==> config.mk <==
export PLATFORM = sky130hd
export DESIGN_NAME = ofb_ctrl
export DESIGN_NICKNAME = d
export VERILOG_FILES = /design/src/rtl/ofb_pkg.sv /design/src/rtl/ofb_ctrl.sv
export SDC_FILE = /design/constraint.sdc
export NUM_CORES = 1
export LEC_CHECK = 0
export ABC_AREA = 0
export CAP_MARGIN = 10
export CORE_ASPECT_RATIO = 1.25
export CORE_MARGIN = 4
export CORE_UTILIZATION = 40
export DETAILED_ROUTE_END_ITERATION = 10
export DONT_BUFFER_PORTS = 1
export MAX_ROUTING_LAYER = met4
export PLACE_DENSITY = 0.51
export SLEW_MARGIN = 25
export SYNTH_ARGS = -nofsm -noshare
export SYNTH_HDL_FRONTEND = slang
export SYNTH_SLANG_ARGS = --single-unit
==> constraint.sdc <==
create_clock -name clock -period 4.3 [get_ports clock]
set_input_delay 0 -clock clock [delete_from_list [all_inputs] [get_ports clock]]
set_output_delay 0 -clock clock [all_outputs]
set_load 0.005 [all_outputs]
==> src/rtl/ofb_pkg.sv <==
`timescale 1ns / 1ps
`default_nettype none
package ofb_pkg;

   // command codes of an input word
   localparam logic [1:0] CMD_HIT    = 2'd0;
   localparam logic [1:0] CMD_FINISH = 2'd1;
   localparam logic [1:0] CMD_READ   = 2'd2;
   localparam logic [1:0] CMD_CLEAR  = 2'd3;

   // configuration register indexes
   localparam logic [1:0] CSR_MIN_HIT   = 2'd0;
   localparam logic [1:0] CSR_MIN_FLASH = 2'd1;
   localparam logic [1:0] CSR_BIN_WIDTH = 2'd2;
   localparam logic [1:0] CSR_GATE      = 2'd3;

   localparam int CSR_IDX_W = 2;
   localparam int CSR_DAT_W = 29;
   localparam int CMD_W     = 2;
   localparam int CHAN_W    = 5;
   localparam int Q_W       = 16;
   localparam int T_W       = 16;
   localparam int RBIN_W    = 8;
   localparam int CHG_W     = 24;
   localparam int TOT_W     = 29;

   localparam logic [CHG_W-1:0] CHG_MAX = {CHG_W{1'b1}};
   localparam logic [TOT_W-1:0] TOT_MAX = {TOT_W{1'b1}};

   localparam logic [15:0]        RST_MIN_HIT   = 16'd16;
   localparam logic [TOT_W-1:0]   RST_MIN_FLASH = 29'd160;
   localparam logic [15:0]        RST_BIN_WIDTH = 16'd100;
   localparam logic [15:0]        RST_GATE      = 16'd23400;

   typedef enum logic [4:0] {
      ST_CLEAR,
      ST_IDLE,
      ST_DIVG,
      ST_DISP,
      ST_DIVT,
      ST_HIT_CHK,
      ST_HIT_WR,
      ST_RD_OUT,
      ST_F_LOOP,
      ST_F_RDB,
      ST_F_CMP,
      ST_F_PW_CHK,
      ST_F_PW_TST,
      ST_F_ZERO,
      ST_F_M_RD,
      ST_F_M_WR
   } state_type;

   typedef enum logic [4:0] {
      OP_NONE,
      OP_LATCH,
      OP_BINS_SET,
      OP_DIVT_START,
      OP_BIN_SET,
      OP_HIT_RD,
      OP_HIT_WR,
      OP_RD_RD,
      OP_RD_OUT,
      OP_CLR_START,
      OP_CLR_STEP,
      OP_F_START,
      OP_F_RDA,
      OP_F_RDB,
      OP_F_CMP,
      OP_F_SEED,
      OP_F_PRD,
      OP_J_INC,
      OP_F_ZERO,
      OP_F_MRD,
      OP_F_MWR
   } dp_op_type;

   typedef struct packed {
      dp_op_type op;
   } dp_cmd_type;

   typedef struct packed {
      logic [CMD_W-1:0] cmd;
      logic div_done;
      logic clr_last;
      logic hit_ok;
      logic out_full;
      logic f_end;
      logic rise;
      logic merge;
      logic j_gt_i;
      logic pnd_set;
      logic c_last;
   } dp_status_type;

endpackage
`default_nettype wire

==> src/rtl/ofb_ctrl.sv <==
`timescale 1ns / 1ps
`default_nettype none
module ofb_ctrl (
   input  wire logic                  clock,
   input  wire logic                  reset,
   input  wire logic                  req_valid,
   output logic                       req_stall,
   input  wire ofb_pkg::dp_status_type status,
   output ofb_pkg::dp_cmd_type        cmd
);

   ofb_pkg::state_type state_ff, state_in;

   always_ff @(posedge clock) begin
      if (reset) state_ff <= ofb_pkg::ST_CLEAR;
      else       state_ff <= state_in;
   end

   // next state
   always_comb begin
      state_in = state_ff;
      case (state_ff)
         ofb_pkg::ST_CLEAR:    if (status.clr_last) state_in = ofb_pkg::ST_IDLE;
         ofb_pkg::ST_IDLE:     if (req_valid) state_in = ofb_pkg::ST_DIVG;
         ofb_pkg::ST_DIVG:     if (status.div_done) state_in = ofb_pkg::ST_DISP;
         ofb_pkg::ST_DISP: begin
            case (status.cmd)
               ofb_pkg::CMD_HIT:    state_in = ofb_pkg::ST_DIVT;
               ofb_pkg::CMD_FINISH: state_in = ofb_pkg::ST_F_LOOP;
               ofb_pkg::CMD_READ:   state_in = ofb_pkg::ST_RD_OUT;
               default:             state_in = ofb_pkg::ST_CLEAR;
            endcase
         end
         ofb_pkg::ST_DIVT:     if (status.div_done) state_in = ofb_pkg::ST_HIT_CHK;
         ofb_pkg::ST_HIT_CHK:
            state_in = status.hit_ok ? ofb_pkg::ST_HIT_WR : ofb_pkg::ST_IDLE;
         ofb_pkg::ST_HIT_WR:   state_in = ofb_pkg::ST_IDLE;
         ofb_pkg::ST_RD_OUT:   if (!status.out_full) state_in = ofb_pkg::ST_IDLE;
         ofb_pkg::ST_F_LOOP:
            state_in = status.f_end ? ofb_pkg::ST_IDLE : ofb_pkg::ST_F_RDB;
         ofb_pkg::ST_F_RDB:    state_in = ofb_pkg::ST_F_CMP;
         ofb_pkg::ST_F_CMP: begin
            if (status.rise)       state_in = ofb_pkg::ST_F_PW_CHK;
            else if (status.merge) state_in = ofb_pkg::ST_F_M_RD;
            else                   state_in = ofb_pkg::ST_F_LOOP;
         end
         ofb_pkg::ST_F_PW_CHK:
            state_in = status.j_gt_i ? ofb_pkg::ST_F_LOOP : ofb_pkg::ST_F_PW_TST;
         ofb_pkg::ST_F_PW_TST:
            state_in = status.pnd_set ? ofb_pkg::ST_F_ZERO : ofb_pkg::ST_F_PW_CHK;
         ofb_pkg::ST_F_ZERO:   if (status.c_last) state_in = ofb_pkg::ST_F_PW_CHK;
         ofb_pkg::ST_F_M_RD:   state_in = ofb_pkg::ST_F_M_WR;
         ofb_pkg::ST_F_M_WR:
            state_in = status.c_last ? ofb_pkg::ST_F_LOOP : ofb_pkg::ST_F_M_RD;
         default:              state_in = ofb_pkg::ST_IDLE;
      endcase
   end

   // outputs
   always_comb begin
      cmd.op    = ofb_pkg::OP_NONE;
      req_stall = 1'b1;
      case (state_ff)
         ofb_pkg::ST_CLEAR: cmd.op = ofb_pkg::OP_CLR_STEP;
         ofb_pkg::ST_IDLE: begin
            req_stall = 1'b0;
            if (req_valid) cmd.op = ofb_pkg::OP_LATCH;
         end
         ofb_pkg::ST_DIVG: if (status.div_done) cmd.op = ofb_pkg::OP_BINS_SET;
         ofb_pkg::ST_DISP: begin
            case (status.cmd)
               ofb_pkg::CMD_HIT:    cmd.op = ofb_pkg::OP_DIVT_START;
               ofb_pkg::CMD_FINISH: cmd.op = ofb_pkg::OP_F_START;
               ofb_pkg::CMD_READ:   cmd.op = ofb_pkg::OP_RD_RD;
               default:             cmd.op = ofb_pkg::OP_CLR_START;
            endcase
         end
         ofb_pkg::ST_DIVT:    if (status.div_done) cmd.op = ofb_pkg::OP_BIN_SET;
         ofb_pkg::ST_HIT_CHK: if (status.hit_ok) cmd.op = ofb_pkg::OP_HIT_RD;
         ofb_pkg::ST_HIT_WR:  cmd.op = ofb_pkg::OP_HIT_WR;
         ofb_pkg::ST_RD_OUT:  if (!status.out_full) cmd.op = ofb_pkg::OP_RD_OUT;
         ofb_pkg::ST_F_LOOP:  if (!status.f_end) cmd.op = ofb_pkg::OP_F_RDA;
         ofb_pkg::ST_F_RDB:   cmd.op = ofb_pkg::OP_F_RDB;
         ofb_pkg::ST_F_CMP:   cmd.op = ofb_pkg::OP_F_CMP;
         ofb_pkg::ST_F_PW_CHK:
            cmd.op = status.j_gt_i ? ofb_pkg::OP_F_SEED : ofb_pkg::OP_F_PRD;
         ofb_pkg::ST_F_PW_TST: if (!status.pnd_set) cmd.op = ofb_pkg::OP_J_INC;
         ofb_pkg::ST_F_ZERO:  cmd.op = ofb_pkg::OP_F_ZERO;
         ofb_pkg::ST_F_M_RD:  cmd.op = ofb_pkg::OP_F_MRD;
         ofb_pkg::ST_F_M_WR:  cmd.op = ofb_pkg::OP_F_MWR;
         default: begin
         end
      endcase
   end

endmodule
`default_nettype wire

==> run metrics <==
cell area after placement ~680 um^2; Die Span X ~45 um; crit path time final around 2.1 ns; Mapped Cells ~110; arrival time at the worst endpoint 2.25 ns; final hold vios 0; CP endpoint kind flip-flop; Tot GR Track Use 0.193; antenna violations before repair 0; library cells used by synthesis 40; Seq cells post-synth 4; clock tree buffer depth 2; Slew Viols, Final 0; # IOs 21; leading registers by flop count state_ff (4); unrepaired setup endpoints after global routing false; WL/cell approximately 17 um; Post-Route Skew a little under 0.001 ns; first drt pass iteration count 4; Mean Syn Cell Area roughly 6.5 um^2; number of synthesized flops with an enable pin 0; Peak supply drop about 0.15 mV; first-pass GRT wire length between 3000 and 4000 um; Skew-Pair Late Insertion Delay approximately 0.23 ns; vias in the first global route between 700 and 800; Fmax 479 MHz; Slew headroom 0.476; H-tree depth 1; Die Y between 50 and 60 um; area grow syn2layout 5.47%; largest net degree at the start of global routing 26; clock root buffer master clkbuf_4; Final Instance Area ~720 um^2; 1st-iter DRT viols 20; dominant synthesized flop cell dfxtp_1; worst-path maximum fanout 24; Crit Path Class flip-flop to flip-flop; Vias/cell 6.53; gpl congestion slightly above 0.9; Seq/Total Area, Yosys 0.117; Reg clk slew, reported paths 0.04 ns; Required @ worst endpoint around 4.5 ns; max FFs per register 4; final worst slack approximately 2.2 ns; TNS Setup 0 ns; full die area 0.00244 mm^2; Post-DP HPWL between 1000 and 1500 um; fraction of registers with async set/reset 0; post-place setup slack 2.26 ns; ant diodes 0; layout cell share with drive strength beyond 1 0.0865; ANT nets after route 0; Worst setup SP type flip-flop; starting density of the core 0.428; max-capacitance violation count 0; P_leak about 0.25 nW; crit share post-route 0.486; hold crit path type primary input to flip-flop; GRT overflow 0; # rows 16; pwr/cell area roughly 220 mW/mm^2; Top reg by flops state_ff; Layout Nets between 100 and 150; Synth Warn # 0; Worst-Margin Slew ~0.78 ns; Resized cells post-CTS 0; mapped cell area ~690 um^2; DR vias around 800; CTS tree built; clk sink count 4; setup violators final 0; Routed WL 2040 um; Mapped Nets between 100 and 150; status finished clean; drt drc 0; CTS Buf Count 3; port bufs 0; Hold Worst Slack about 0.063 ns; core box area 0.00160 mm^2
==> what timing repair did <==
item | 4_1_cts | 5_1_grt
buffers inserted | 0 | 0
hold buffers | 2 | 0
hold endpoints to repair | 4 | 0
==> cell families after synthesis <==
group                  after synthesis  share of synthesized area
flip-flops                           4                      0.117
AND/OR/NAND/NOR                     40                      0.287
multiplexers                         2                     0.0292
buffers and inverters               16                     0.0949
AO/OA/AOI/OAI                       43                      0.460
XOR/XNOR                             1                     0.0128
==> synthesized netlist by cell type (2+ instances only) <==
cell	number	area share
buf_2	4	0.029
nand2b_1	2	0.018
a21oi_1	9	0.066
nand4_1	2	0.018
o21ai_0	10	0.073
inv_1	8	0.044
a32oi_1	2	0.026
nand3_1	2	0.015
buf_1	3	0.016
nand2_1	11	0.060
o21ai_1	2	0.015
dfxtp_1	4	0.12
o311ai_0	3	0.038
nor2_1	10	0.055
mux2i_1	2	0.029
or3_1	3	0.027
a31oi_1	2	0.018
nor3_1	4	0.029
nor2b_1	2	0.018
==> metal layers <==
layer | vias to the layer above | track usage | part of all wire
met5 | - | - | 0
met4 | 0 | 0.0878 | 0.013
met3 | 4 | 0.0329 | 0.044
met2 | 15 | 0.302 | 0.49
met1 | 382 | 0.239 | 0.45
li1 | 396 | - | -
==> stage by stage <==
step | cells | util | total power [mW]
after floorplan | 106 | - | 0.101
after global routing | 122 | 0.452 | 0.174
after CTS | 122 | 0.452 | 0.162
after detailed placement | 117 | 0.425 | 0.112
after global placement | 117 | 0.425 | 0.112
final | 122 | 0.452 | 0.160
==> final timing paths <==
| kind | slack, ns | startpoint | endpoint | depth (start not counted) |
|---|---|---|---|---|
| setup / recovery | 2.21 | state_ff[0] | state_ff[2] | 5 |
| hold / removal | 0.06 | status[9] | state_ff[2] | 3 |
| setup reg to reg | 2.21 | state_ff[0] | state_ff[2] | 5 |
| hold reg to reg | 0.75 | state_ff[3] | state_ff[3] | 3 |
==> final cells by class <==
cell class              count  area, um^2
well taps                  18        22.5
repair buffers              3        27.5
inverters                   8        30.0
multi-input cells          86         541
flip-flops and latches      4        80.1
clock buffers               3        22.5
fillers                   187         878
==> cells in the final DEF, fill, tap and decap left out, types with 2 or more instances in the layout <==
cell type,count
nor3_1,4
nor2_1,10
mux2i_1,2
dfxtp_1,4
or3_1,3
dlygate4sd3_1,2
nor2b_1,2
nand2b_1,2
o311ai_0,3
inv_1,8
o21ai_0,10
a32oi_1,2
a31oi_1,2
nand2_1,11
clkbuf_4,3
nand3_1,2
o21ai_1,2
a21oi_1,9
nand4_1,2
==> worst max-delay path, cell delays in order, from the launching register on <==
cell,delay [ns]
dfxtp_1,0.82
inv_1,0.32
o32ai_1,0.33
o21ai_1,0.11
a311o_1,0.31
a21oi_1,0.11
==> power by group <==
group,total (mW),internal (mW),switching (mW)
Sequential,0.0536,0.0396,0.0140
Clock,0.0457,0.0312,0.0145
Combinational,0.0607,0.0274,0.0334
Power figures use the tool's default switching activity.
